<file path="src/sv/ski_pkg.sv">
// ----------------------------------------------------------------------------
// ski_pkg: shared types and constants for the keyframe interpolator
// Sizes, operation codes, sequencer states and the divider handshake structs.
// ----------------------------------------------------------------------------
package ski_pkg;

  localparam int unsigned SERVO_COUNT  = 12;
  localparam int unsigned MAX_FRAMES   = 16;
  localparam int unsigned MOTION_COUNT = 8;

  localparam int unsigned SERVO_W  = 4;
  localparam int unsigned MOTION_W = 3;
  localparam int unsigned FRAME_W  = 4;
  localparam int unsigned ANGLE_W  = 8;
  localparam int unsigned STEPS_W  = 16;
  localparam int unsigned FCNT_W   = 5;

  localparam int unsigned NUM_W   = ANGLE_W + STEPS_W;  // |diff| * count
  localparam int unsigned CNT_W   = $clog2(NUM_W + 1);
  localparam int unsigned ASLOT_W = $clog2(MOTION_COUNT * MAX_FRAMES * SERVO_COUNT);
  localparam int unsigned SSLOT_W = $clog2(MOTION_COUNT * MAX_FRAMES);

  typedef enum logic [2:0] {
    OP_TICK   = 3'd0,
    OP_ANGLE  = 3'd1,
    OP_STEPS  = 3'd2,
    OP_FCOUNT = 3'd3,
    OP_SELECT = 3'd4,
    OP_POS    = 3'd5
  } op_e;

  typedef enum logic [2:0] {
    ST_IDLE,
    ST_STEPS,
    ST_FETCH,
    ST_LOAD,
    ST_DIV,
    ST_EMIT
  } state_e;

  typedef struct packed {
    logic              start;
    logic [NUM_W-1:0]  num;
    logic [STEPS_W-1:0] den;
  } div_req_t;

  typedef struct packed {
    logic              busy;
    logic              done;
    logic [NUM_W-1:0]  quot;
    logic              rem_nz;
  } div_rsp_t;

endpackage

</file>
<file path="src/sv/ski_divider.sv">
// ----------------------------------------------------------------------------
// ski_divider: restoring divider, one quotient bit per cycle
// Unsigned num / den with a flag for a nonzero remainder.
// ----------------------------------------------------------------------------
module ski_divider (
  input  logic              clk_i,
  input  logic              rst_ni,
  input  ski_pkg::div_req_t req_i,
  output ski_pkg::div_rsp_t rsp_o
);
  import ski_pkg::*;

  logic [NUM_W-1:0]   quot_q, quot_d;
  logic [STEPS_W:0]   rem_q, rem_d;
  logic [STEPS_W-1:0] den_q, den_d;
  logic [CNT_W-1:0]   cnt_q, cnt_d;
  logic               busy_q, busy_d, done_q, done_d;
  logic [STEPS_W:0]   trial;

  always_comb begin
    quot_d = quot_q;
    rem_d  = rem_q;
    den_d  = den_q;
    cnt_d  = cnt_q;
    busy_d = busy_q;
    done_d = 1'b0;
    trial  = '0;
    if (req_i.start) begin
      quot_d = req_i.num;
      rem_d  = '0;
      den_d  = req_i.den;
      cnt_d  = CNT_W'(NUM_W);
      busy_d = 1'b1;
    end else if (busy_q) begin
      // shift in the next numerator bit, subtract when it fits
      trial = {rem_q[STEPS_W-1:0], quot_q[NUM_W-1]};
      quot_d = {quot_q[NUM_W-2:0], 1'b0};
      if (trial >= {1'b0, den_q}) begin
        rem_d     = trial - {1'b0, den_q};
        quot_d[0] = 1'b1;
      end else begin
        rem_d = trial;
      end
      cnt_d = cnt_q - 1'b1;
      if (cnt_q == CNT_W'(1)) begin
        busy_d = 1'b0;
        done_d = 1'b1;
      end
    end
  end

  always_ff @(posedge clk_i or negedge rst_ni) begin
    if (!rst_ni) begin
      busy_q <= 1'b0;
      done_q <= 1'b0;
      cnt_q  <= '0;
    end else begin
      busy_q <= busy_d;
      done_q <= done_d;
      cnt_q  <= cnt_d;
    end
  end

  always_ff @(posedge clk_i) begin
    quot_q <= quot_d;
    rem_q  <= rem_d;
    den_q  <= den_d;
  end

  assign rsp_o.busy   = busy_q;
  assign rsp_o.done   = done_q;
  assign rsp_o.quot   = quot_q;
  assign rsp_o.rem_nz = (rem_q != '0);

endmodule

</file>
<file path="config.mk">
export PLATFORM = sky130hd
export DESIGN_NAME = ski_divider
export DESIGN_NICKNAME = d
export VERILOG_FILES = /design/src/sv/ski_pkg.sv /design/src/sv/ski_divider.sv
export SDC_FILE = /design/constraint.sdc
export NUM_CORES = 1
export LEC_CHECK = 0
export ABC_AREA = 1
export BUFFER_PORTS_ARGS = -buffer_cell sky130_fd_sc_hd__clkbuf_2
export CAP_MARGIN = 25
export CORE_ASPECT_RATIO = 1.1
export CORE_MARGIN = 8
export CORE_UTILIZATION = 41
export CTS_CLUSTER_DIAMETER = 80
export CTS_CLUSTER_SIZE = 10
export DETAILED_ROUTE_END_ITERATION = 8
export SKIP_LAST_GASP = 1
export SYNTH_ARGS = -nofsm -noshare
export SYNTH_HDL_FRONTEND = slang
export SYNTH_SLANG_ARGS = --single-unit
</file>
<file path="constraint.sdc">
create_clock -name clk_i -period 2.2 [get_ports clk_i]
set_input_delay 0.33 -clock clk_i [delete_from_list [all_inputs] [get_ports clk_i]]
set_output_delay 0.33 -clock clk_i [all_outputs]
set_load 0.02 [all_outputs]
</file>
* Word level (Yosys, flattened, before mapping) *
Cells that the tools add are included.

word-level totals
  register bits after elaboration = 64
  input bits = 43
  word-level logic and storage cells = 24

operators by class
  add/sub/neg operators = 2
  order comparisons = 1
  equal/unequal tests = 1
  muxes and demuxes = 12
  reductions and logical operators = 2

operators by type and width
  cell                                                 count
  two-way mux 24 bit                                   2
  greater-or-equal comparator 17 x 16 -> 1 bit         1
  two-way mux 17 bit                                   1
  nonzero test 17 bit                                  1
  subtractor 17 x 16 -> 17 bit                         1
  two-way mux 5 bit                                    2
  two-way mux 1 bit                                    7
  equality test 5 x 1 -> 1 bit, second input constant  1
  subtractor 5 x 1 -> 5 bit, second input constant     1
  nonzero test 2 bit                                   1

* Depth between registers and ports, before layout *
Gate-level depths: netlist of run 1.

  depth in word-level cells = 4
  depth in mapped cells = 15

* Least setup slack after synthesis of run 1 *
Ideal clock, no wire load.

  path type = register to register
  from = register quot_q[23]
  to = register rem_q[16]
  arrival time = 1.806 ns
  path slack = 0.281 ns
  stages on the path, launching flop included = 14
  clock period less this slack = 1.919 ns
  path through = edfxtp_1 > inv_1 > ha_1 > fa_1 > inv_1 > nand3_1 > nand3_1 > nand2_1 > nand2_1 > nand2_1 > nand3_1 > nand2_1 > nand3_1 > nand2_1

on the way
  longest elaborated chain between the ends = 2
  elaborated cells on any way between the ends = 3
  those cells by class = add/sub: 1; order compare: 1; mux: 1

ends and longest elaborated chain
  what                                                                                                 line                                  text
  start: declaration                                                                                   ski_divider.sv:13                     logic [NUM_W-1:0] quot_q, quot_d;
  start signal: assignment                                                                             ski_divider.sv:65                     quot_q <= quot_d;
  subtractor 17 x 16 -> 17 bit / greater-or-equal comparator 17 x 16 -> 1 bit (equally long branches)  ski_divider.sv:39, ski_divider.sv:38
  two-way mux 17 bit *                                                                                 ski_divider.sv:38                     if (trial >= {1'b0, den_q}) begin
  end signal: assignment                                                                               ski_divider.sv:66                     rem_q <= rem_d;
  end: declaration                                                                                     ski_divider.sv:14                     logic [STEPS_W:0] rem_q, rem_d;

Every way passes the cells marked *; elsewhere a longest branch is shown, timed or not.
A chain may end at the register's enable or synchronous reset.

* Worst setup path in the final report of run 1 *
  from = register rem_q[11]
  to = register rem_q[0]

on the way
  longest elaborated chain between the ends = 2

ends and longest elaborated chain
  what                                          line
  greater-or-equal comparator 17 x 16 -> 1 bit  ski_divider.sv:38
  two-way mux 17 bit                            ski_divider.sv:38

No other way between the ends.

==> results of run 1 <==
==> cell type report <==
| cell class | count | area [sq um] |
|---|---|---|
| Clock buffer | 10 | 127.6 |
| Clock inverter | 6 | 85.08 |
| Fill cell | 971 | 4695 |
| Inverter | 83 | 311.5 |
| Multi-Input combinational cell | 349 | 1772 |
| Sequential cell | 64 | 1717 |
| Tap cell | 117 | 146.4 |
| Timing Repair Buffer | 75 | 405.4 |
==> per-stage QoR <==
stage	hold WS [ns]	power [W]
CTS	0.1377	0.004764
global route	0.1262	0.005193
detailed placement	0.1787	0.003629
finish	0.1548	0.004809
global placement	0.1734	0.003618
floorplan	0.03441	0.003172
==> critical path, delay by kind of cell (launching register included) <==
kind | cells | cell delay (ns)
AO/OA/AOI/OAI | 1 | 0.08
AND/OR/NAND/NOR | 7 | 1.08
flip-flops | 1 | 0.35
adder cells (fa/ha/maj) | 1 | 0.38
==> sequential cells by signal, summed over array words and instances, names as in the netlist <==
name    flops
cnt_q       5
busy_q      1
quot_q     24
done_q      1
rem_q      17
den_q      16
==> how the worst max path moves through the flow <==
stage	end	slack, ns	cells past startpoint
after floorplan	rem_q[16]$_SDFFE_PP0P_	0.28	13
after global placement	rem_q[16]$_SDFFE_PP0P_	0.18	13
after detailed placement	rem_q[16]$_SDFFE_PP0P_	0.15	13
after CTS	rem_q[16]$_SDFFE_PP0P_	0.13	13
after global routing	rem_q[2]$_SDFFE_PP0P_	0.01	10
final	rem_q[0]$_SDFFE_PP0P_	0.17	9
==> placed cells by master, fill, tap and decap left out, types with 2 or more instances in the layout <==
| cell | n |
|---|---|
| clkbuf_2 | 69 |
| inv_1 | 80 |
| o21ai_1 | 2 |
| a21oi_1 | 10 |
| nor2_1 | 15 |
| buf_4 | 4 |
| bufinv_16 | 2 |
| nand4_1 | 8 |
| nor2_2 | 3 |
| dfrtp_1 | 7 |
| o21ai_0 | 10 |
| nand3b_1 | 5 |
| inv_2 | 2 |
| and2_1 | 3 |
| xnor2_1 | 6 |
| clkbuf_8 | 9 |
| nor4_1 | 3 |
| nand3_2 | 3 |
| clkinv_1 | 2 |
| edfxtp_1 | 40 |
| nand2_1 | 200 |
| nand3_1 | 46 |
| nand2_4 | 2 |
| ha_2 | 2 |
| nor3_1 | 3 |
| dfxtp_1 | 17 |
| ha_1 | 16 |
==> routing by layer <==
layer	global-route usage, %	share of wire (%)	vias to the layer above	wire (microns)
li1	-	-	1754	-
met1	18.96	47	1475	4391
met2	23.99	47	79	4397
met3	4.710	4.6	17	436
met4	5.656	2.2	0	210
met5	0	0	-	0
==> cell families after synthesis <==
kind of cell | after synthesis
AO/OA/AOI/OAI | 26
XOR/XNOR | 7
adder cells (fa/ha/maj) | 19
buffers and inverters | 96
flip-flops | 64
AND/OR/NAND/NOR | 296
==> power by group through the flow <==
stage	combinational, W	sequential, W	clock [W]
4_1_cts	0.00199	0.00163	0.00114
6_report	0.00207	0.00163	0.00111
3_5_place_dp	0.00198	0.00165	0
2_1_floorplan	0.00149	0.00168	0
3_3_place_gp	0.00196	0.00166	0
5_1_grt	0.00233	0.00166	0.00120
==> what timing repair did <==
item / in CTS / in global routing
buffers inserted: 0 / 1
gates resized for setup: 0 / 4
hold buffers: 1 / 0
endpoints found under the setup margin: 0 / 4
endpoints found under the hold margin: 7 / 0
==> flow_metrics.py, run 1 <==
metrics = {
    "synth": {
        "synth_compound_area_share_pct": 3.600,
        "synthCells": 508,
        "syn-num-nets": 570,
        "ys_warn_count": 0,
        "synth-seq-area-share_pct": 44.50,
        "synthTopCellsByCount": "200 x nand2_1, 80 x inv_1, 47 x nand3_1, 40 x edfxtp_1, 18 x ha_1",
        "ys.flop_type": "edfxtp_1",
        "synthXorXnorAreaFrac_pct": 1.589,
        "syn_area_per_cell_sq_um": 7.593,
        "synthSimpleGateAreaFrac_pct": 33.77,
        "syn_area_sq_um": 3857,
        "synth.most_common_cell": "nand2_1",
        "ys_types": 38,
        "ys_ff_latch": 64,
        "synth_adder_area_share_pct": 6.357,
        "yosys-top-cells-area": "edfxtp_1 31%, nand2_1 19%, dfxtp_1 8.8%",
        "muxShareOfSynthArea_pct": 0,
        "async_flop_share_pct": 10.94,
        "synth-edff-count": 40,
        "synth.largest_area_cell": "edfxtp_1",
        "synth_top_family_by_area": "simple AND/OR/NAND/NOR gates",
        "yosysTopAreaCellShare_pct": 31.14,
    },
    "cells_and_area": {
        "fin_nets": 644,
        "stdcell_count": 704,
        "design_area_sq_um": 4564,
        "synthToLayoutAreaGrowth_pct": 18.33,
        "antenna_cells": 0,
        "drive_gt1_share_pct": 18.06,
        "post-route-util_pct": 49.30,
    },
    "routing": {
        "dr_total_vias": 3325,
        "drc_errors": 0,
        "wl_per_cell_microns": 13.40,
        "first_iter_violations": 182,
        "firstDrtPassIters": 4,
        "wl_mm": 9.435,
        "ant_nets": 0,
        "vias_per_cell": 4.723,
    },
    "timing": {
        "max_freq_ghz": 0.4925,
        "fin_crit_ns": 2.031,
        "fin_crit_sh_pct": 92.30,
        "fin_setup_tns_ns": 0,
        "grt_setup_unrepaired": "false",
        "setup_ws_ns": 0.1694,
        "fin_skew_ns": 0.01514,
        "hold_viol": 0,
        "setup_viol": 0,
        "slew_viol_final": 0,
        "worst_pin_slew_ns": 0.6669,
        "relSlewSlack_pct": 55.48,
    },
    "power": {
        "p_per_area_nw_per_um2": 1054,
        "p_switching_w": 0.001905,
        "p_int_w": 0.002904,
        "switching_share_pct": 39.61,
        "p_seq_share_pct": 34.0,
        "ir_worst_vdd_mv": 0.4560,
        "comb_power_share_pct": 43.0,
        "clkPwrFrac_pct": 23.0,
        "p_leak_nw": 2.463,
    },
    "critical_path": {
        "crit_slowest_cell": "ha_1",
        "cp_data_required_time_ns": 2.41,
        "worstReg2RegStart": "rem_q[11]$_SDFFE_PP0P_",
        "startpoint": "rem_q[11]$_SDFFE_PP0P_",
        "r2r_cells": 9,
        "worst_path_largest_cell_delay_ns": 0.38,
        "worstSetupPathType": "flip-flop to flip-flop",
        "cp_common_cell": "nand2_1",
        "regToRegSetupSlack_ns": 0.17,
        "cp.arrival_ns": 2.24,
        "end_kind": "flip-flop",
        "crit_chain": "ha_1 > nand2_1 > nor2_1 > and2_1 > nand2_4 > nand2_8 > nand2_1 > nand3_1 > o21ai_0",
        "crit_fanout": 19,
        "crit_path_start_kind": "flip-flop",
        "timing.rr.end": "rem_q[0]$_SDFFE_PP0P_",
    },
    "min_path": {
        "hp-class": "primary input to flip-flop",
        "holdPathStages": 1,
        "hold_path_startpoint": "req_i[0]",
        "holdPathEnd": "den_q[0]$_DFFE_PP_",
    },
    "clock_network": {
        "cts_buffers": 9,
        "cts.path.max_buffers": 2,
        "path_clk_slew_ns": 0.07,
        "clk_latency_ns": 0.35,
        "cts_root_buf": "clkbuf_8",
        "htreeDepth": 3,
        "cts_sinks": 64,
        "cts_tree": "yes",
    },
    "floorplan": {
        "start_util_pct": 41.66,
        "die_h_microns": 117.7,
        "dieArea_sq_um": 12770,
        "rows": 37,
        "die_w_microns": 108.5,
        "core_area_sq_um": 9259,
        "ios": 70,
    },
    "run": {
        "drv_cap": 0,
    },
    "placement": {
        "placed_cell_area_sq_um": 4298,
        "globalplace.congestion": 0.8627,
        "io_buffers": 69,
        "place_inst": 685,
        "place_ws_ns": 0.1531,
        "dp_hpwl_mm": 7.021,
    },
    "grt": {
        "track_usage_pct": 15.24,
        "grt_overflow_total": 0,
        "grt_pass1_vias": 3327,
        "antenna_found_initial": 0,
        "grt_start_max_net_pins": 34,
        "grt_pass1_wl_mm": 15.54,
    },
    "outcome": {
        "status": "completed",
    },
}
(Power assumes the default switching activity.)
==> inputs of run 2 (changes only) <==
--- a/config.mk
+++ b/config.mk
@@ -18,3 +18,4 @@
 export SYNTH_ARGS = -nofsm -noshare
 export SYNTH_HDL_FRONTEND = slang
 export SYNTH_SLANG_ARGS = --single-unit
+export TNS_END_PERCENT = 100
==> constraint.sdc (replaced) <==
create_clock -name clk_i -period 2.2 [get_ports clk_i]
set_input_delay 0.11 -clock clk_i [delete_from_list [all_inputs] [get_ports clk_i]]
set_output_delay 0.11 -clock clk_i [all_outputs]
set_load 0.02 [all_outputs]
==> flow_metrics.py, run 2 (synthesis gave the netlist of run 1 again) <==
metrics = {
    "outcome": {
        "status": "completed",
    },
    "min_path": {
        "hp-class": "primary input to flip-flop",
        "hold_path_startpoint": "req_i[31]",
        "holdPathEnd": "quot_q[15]$_DFFE_PP_",
        "holdPathStages": 3,
    },
    "cells_and_area": {
        "stdcell_count": 724,
        "fin_nets": 664,
        "antenna_cells": 0,
        "post-route-util_pct": 50.88,
        "largest_register": "quot_q",
        "drive_gt1_share_pct": 17.46,
        "top_regs": "quot_q x24, rem_q x17, den_q x16",
        "final_cell_mix": "200 x nand2_1, 80 x inv_1, 69 x clkbuf_2",
        "largest_register_ffs": 24,
        "final.fill_count": 909,
        "synthToLayoutAreaGrowth_pct": 22.12,
        "final_common_cell": "nand2_1",
    },
    "clock_network": {
        "htreeDepth": 3,
        "cts_root_buf": "clkbuf_8",
        "cts_tree": "yes",
        "cts_sinks": 64,
        "cts_buffers": 9,
        "path_clk_slew_ns": 0.07,
        "clk_latency_ns": 0.34,
        "cts.path.max_buffers": 2,
    },
    "critical_path": {
        "crit_slowest_cell": "fa_1",
        "cp_num_buf_inv": 2,
        "cp_data_required_time_ns": 2.43,
        "timing.rr.end": "rem_q[16]$_SDFFE_PP0P_",
        "cp_top_family": "simple AND/OR/NAND/NOR gates",
        "r2r_cells": 13,
        "end_kind": "flip-flop",
        "crit_chain": "inv_1 > ha_1 > fa_1 > inv_1 > nand3_1 > nand3_2 > nand2_1 > nand2_1 > nand2_1 > nand3_1 > nand2_1 > nand3_1 > nand2_1",
        "regToRegSetupSlack_ns": 0.17,
        "cp_common_cell": "nand2_1",
        "worst_path_largest_cell_delay_ns": 0.42,
        "crit_fanout": 3,
        "cp.arrival_ns": 2.26,
        "crit_path_start_kind": "flip-flop",
        "worstReg2RegStart": "quot_q[23]$_DFFE_PP_",
        "worstSetupPathType": "flip-flop to flip-flop",
    },
    "run": {
        "drv_cap": 0,
    },
    "timing": {
        "fin_skew_ns": 0.007028,
        "worst_pin_slew_ns": 0.7681,
        "grt_setup_unrepaired": "true",
        "max_freq_ghz": 0.4921,
        "slew_viol_final": 0,
        "relSlewSlack_pct": 48.48,
        "fin_crit_sh_pct": 92.36,
        "setup_ws_ns": 0.1680,
        "fin_setup_tns_ns": 0,
        "setup_viol": 0,
        "hold_viol": 0,
        "fin_crit_ns": 2.032,
    },
    "floorplan": {
        "rows": 37,
        "ios": 70,
        "die_w_microns": 108.5,
        "start_util_pct": 41.66,
        "die_h_microns": 117.7,
        "core_area_sq_um": 9259,
        "dieArea_sq_um": 12770,
    },
    "power": {
        "finalPower_w": 0.004724,
        "ir_worst_vdd_mv": 0.4094,
        "p_leak_nw": 2.530,
        "p_per_area_nw_per_um2": 1003,
    },
    "grt": {
        "track_usage_pct": 15.71,
        "grt_pass1_wl_mm": 16.17,
        "grt_start_max_net_pins": 34,
        "grt_pass1_vias": 3459,
        "antenna_found_initial": 0,
        "grt_overflow_total": 0,
    },
    "placement": {
        "place_inst": 684,
        "dp_hpwl_mm": 7.240,
        "io_buffers": 69,
        "globalplace.congestion": 0.8579,
        "place_ws_ns": 0.1382,
    },
    "routing": {
        "vias_per_cell": 4.852,
        "firstDrtPassIters": 4,
        "drc_errors": 0,
        "wl_per_cell_microns": 13.55,
        "first_iter_violations": 170,
        "ant_nets": 0,
        "dr_total_vias": 3513,
        "wl_mm": 9.811,
    },
}
run 2: how the worst max path moves through the flow:
stage,from,to,slack (ns),cells after the start
after floorplan,quot_q[23]$_DFFE_PP_,rem_q[16]$_SDFFE_PP0P_,0.28,13
after global placement,quot_q[23]$_DFFE_PP_,rem_q[16]$_SDFFE_PP0P_,0.17,13
after detailed placement,quot_q[23]$_DFFE_PP_,rem_q[16]$_SDFFE_PP0P_,0.14,13
after CTS,quot_q[23]$_DFFE_PP_,rem_q[16]$_SDFFE_PP0P_,0.12,13
after global routing,quot_q[23]$_DFFE_PP_,rem_q[16]$_SDFFE_PP0P_,-0.009,14
final,quot_q[23]$_DFFE_PP_,rem_q[16]$_SDFFE_PP0P_,0.17,13
run 2: where the power goes:
group	internal, W	switching, W	leakage (nW)
clock network	0.000398	0.000459	0.0782
registers	0.00149	0.000145	0.641
logic	0.000898	0.00134	1.81
run 2: routing by layer:
| layer | global-route usage (%) | part of all wire, % | up-vias |
|---|---|---|---|
| met3 | 3.669 | 4.5 | 16 |
| met1 | 19.21 | 45 | 1607 |
| met5 | 0 | 0 | - |
| met2 | 25.63 | 48 | 92 |
| li1 | - | - | 1798 |
| met4 | 6.512 | 2.1 | 0 |
run 2: repair_timing:
action / CTS / global route
hold endpoints to repair: 23 / 0
resized for setup: 0 / 3
hold buffers: 17 / 0
setup endpoints to repair: 0 / 4
setup buffers: 0 / 6
run 2: tightest hold or removal path, cell delays in order:
cell and delay [ns]:
clkbuf_2 0.07, nand2_1 0.04, nand2_1 0.05
run 2: area by class of cell:
cell class / instances / area, sq um / area share, %
clock buffer: 11 / 131.4 / 2.789
multi-input combinational: 349 / 1772 / 37.61
inverter: 83 / 311.5 / 6.614
timing repair buffer: 95 / 608.1 / 12.91
tap: 117 / 146.4 / 3.108
clock inverter: 5 / 25.02 / 0.5312
sequential: 64 / 1717 / 36.44
run 2: per-stage QoR:
step	hold slack, ns	area [sq um]
floorplan	-0.1856	3857
global placement	-0.04852	4290
detailed placement	-0.04272	4290
CTS	0.01178	4617
global route	0.02248	4711
finish	0.03267	4711
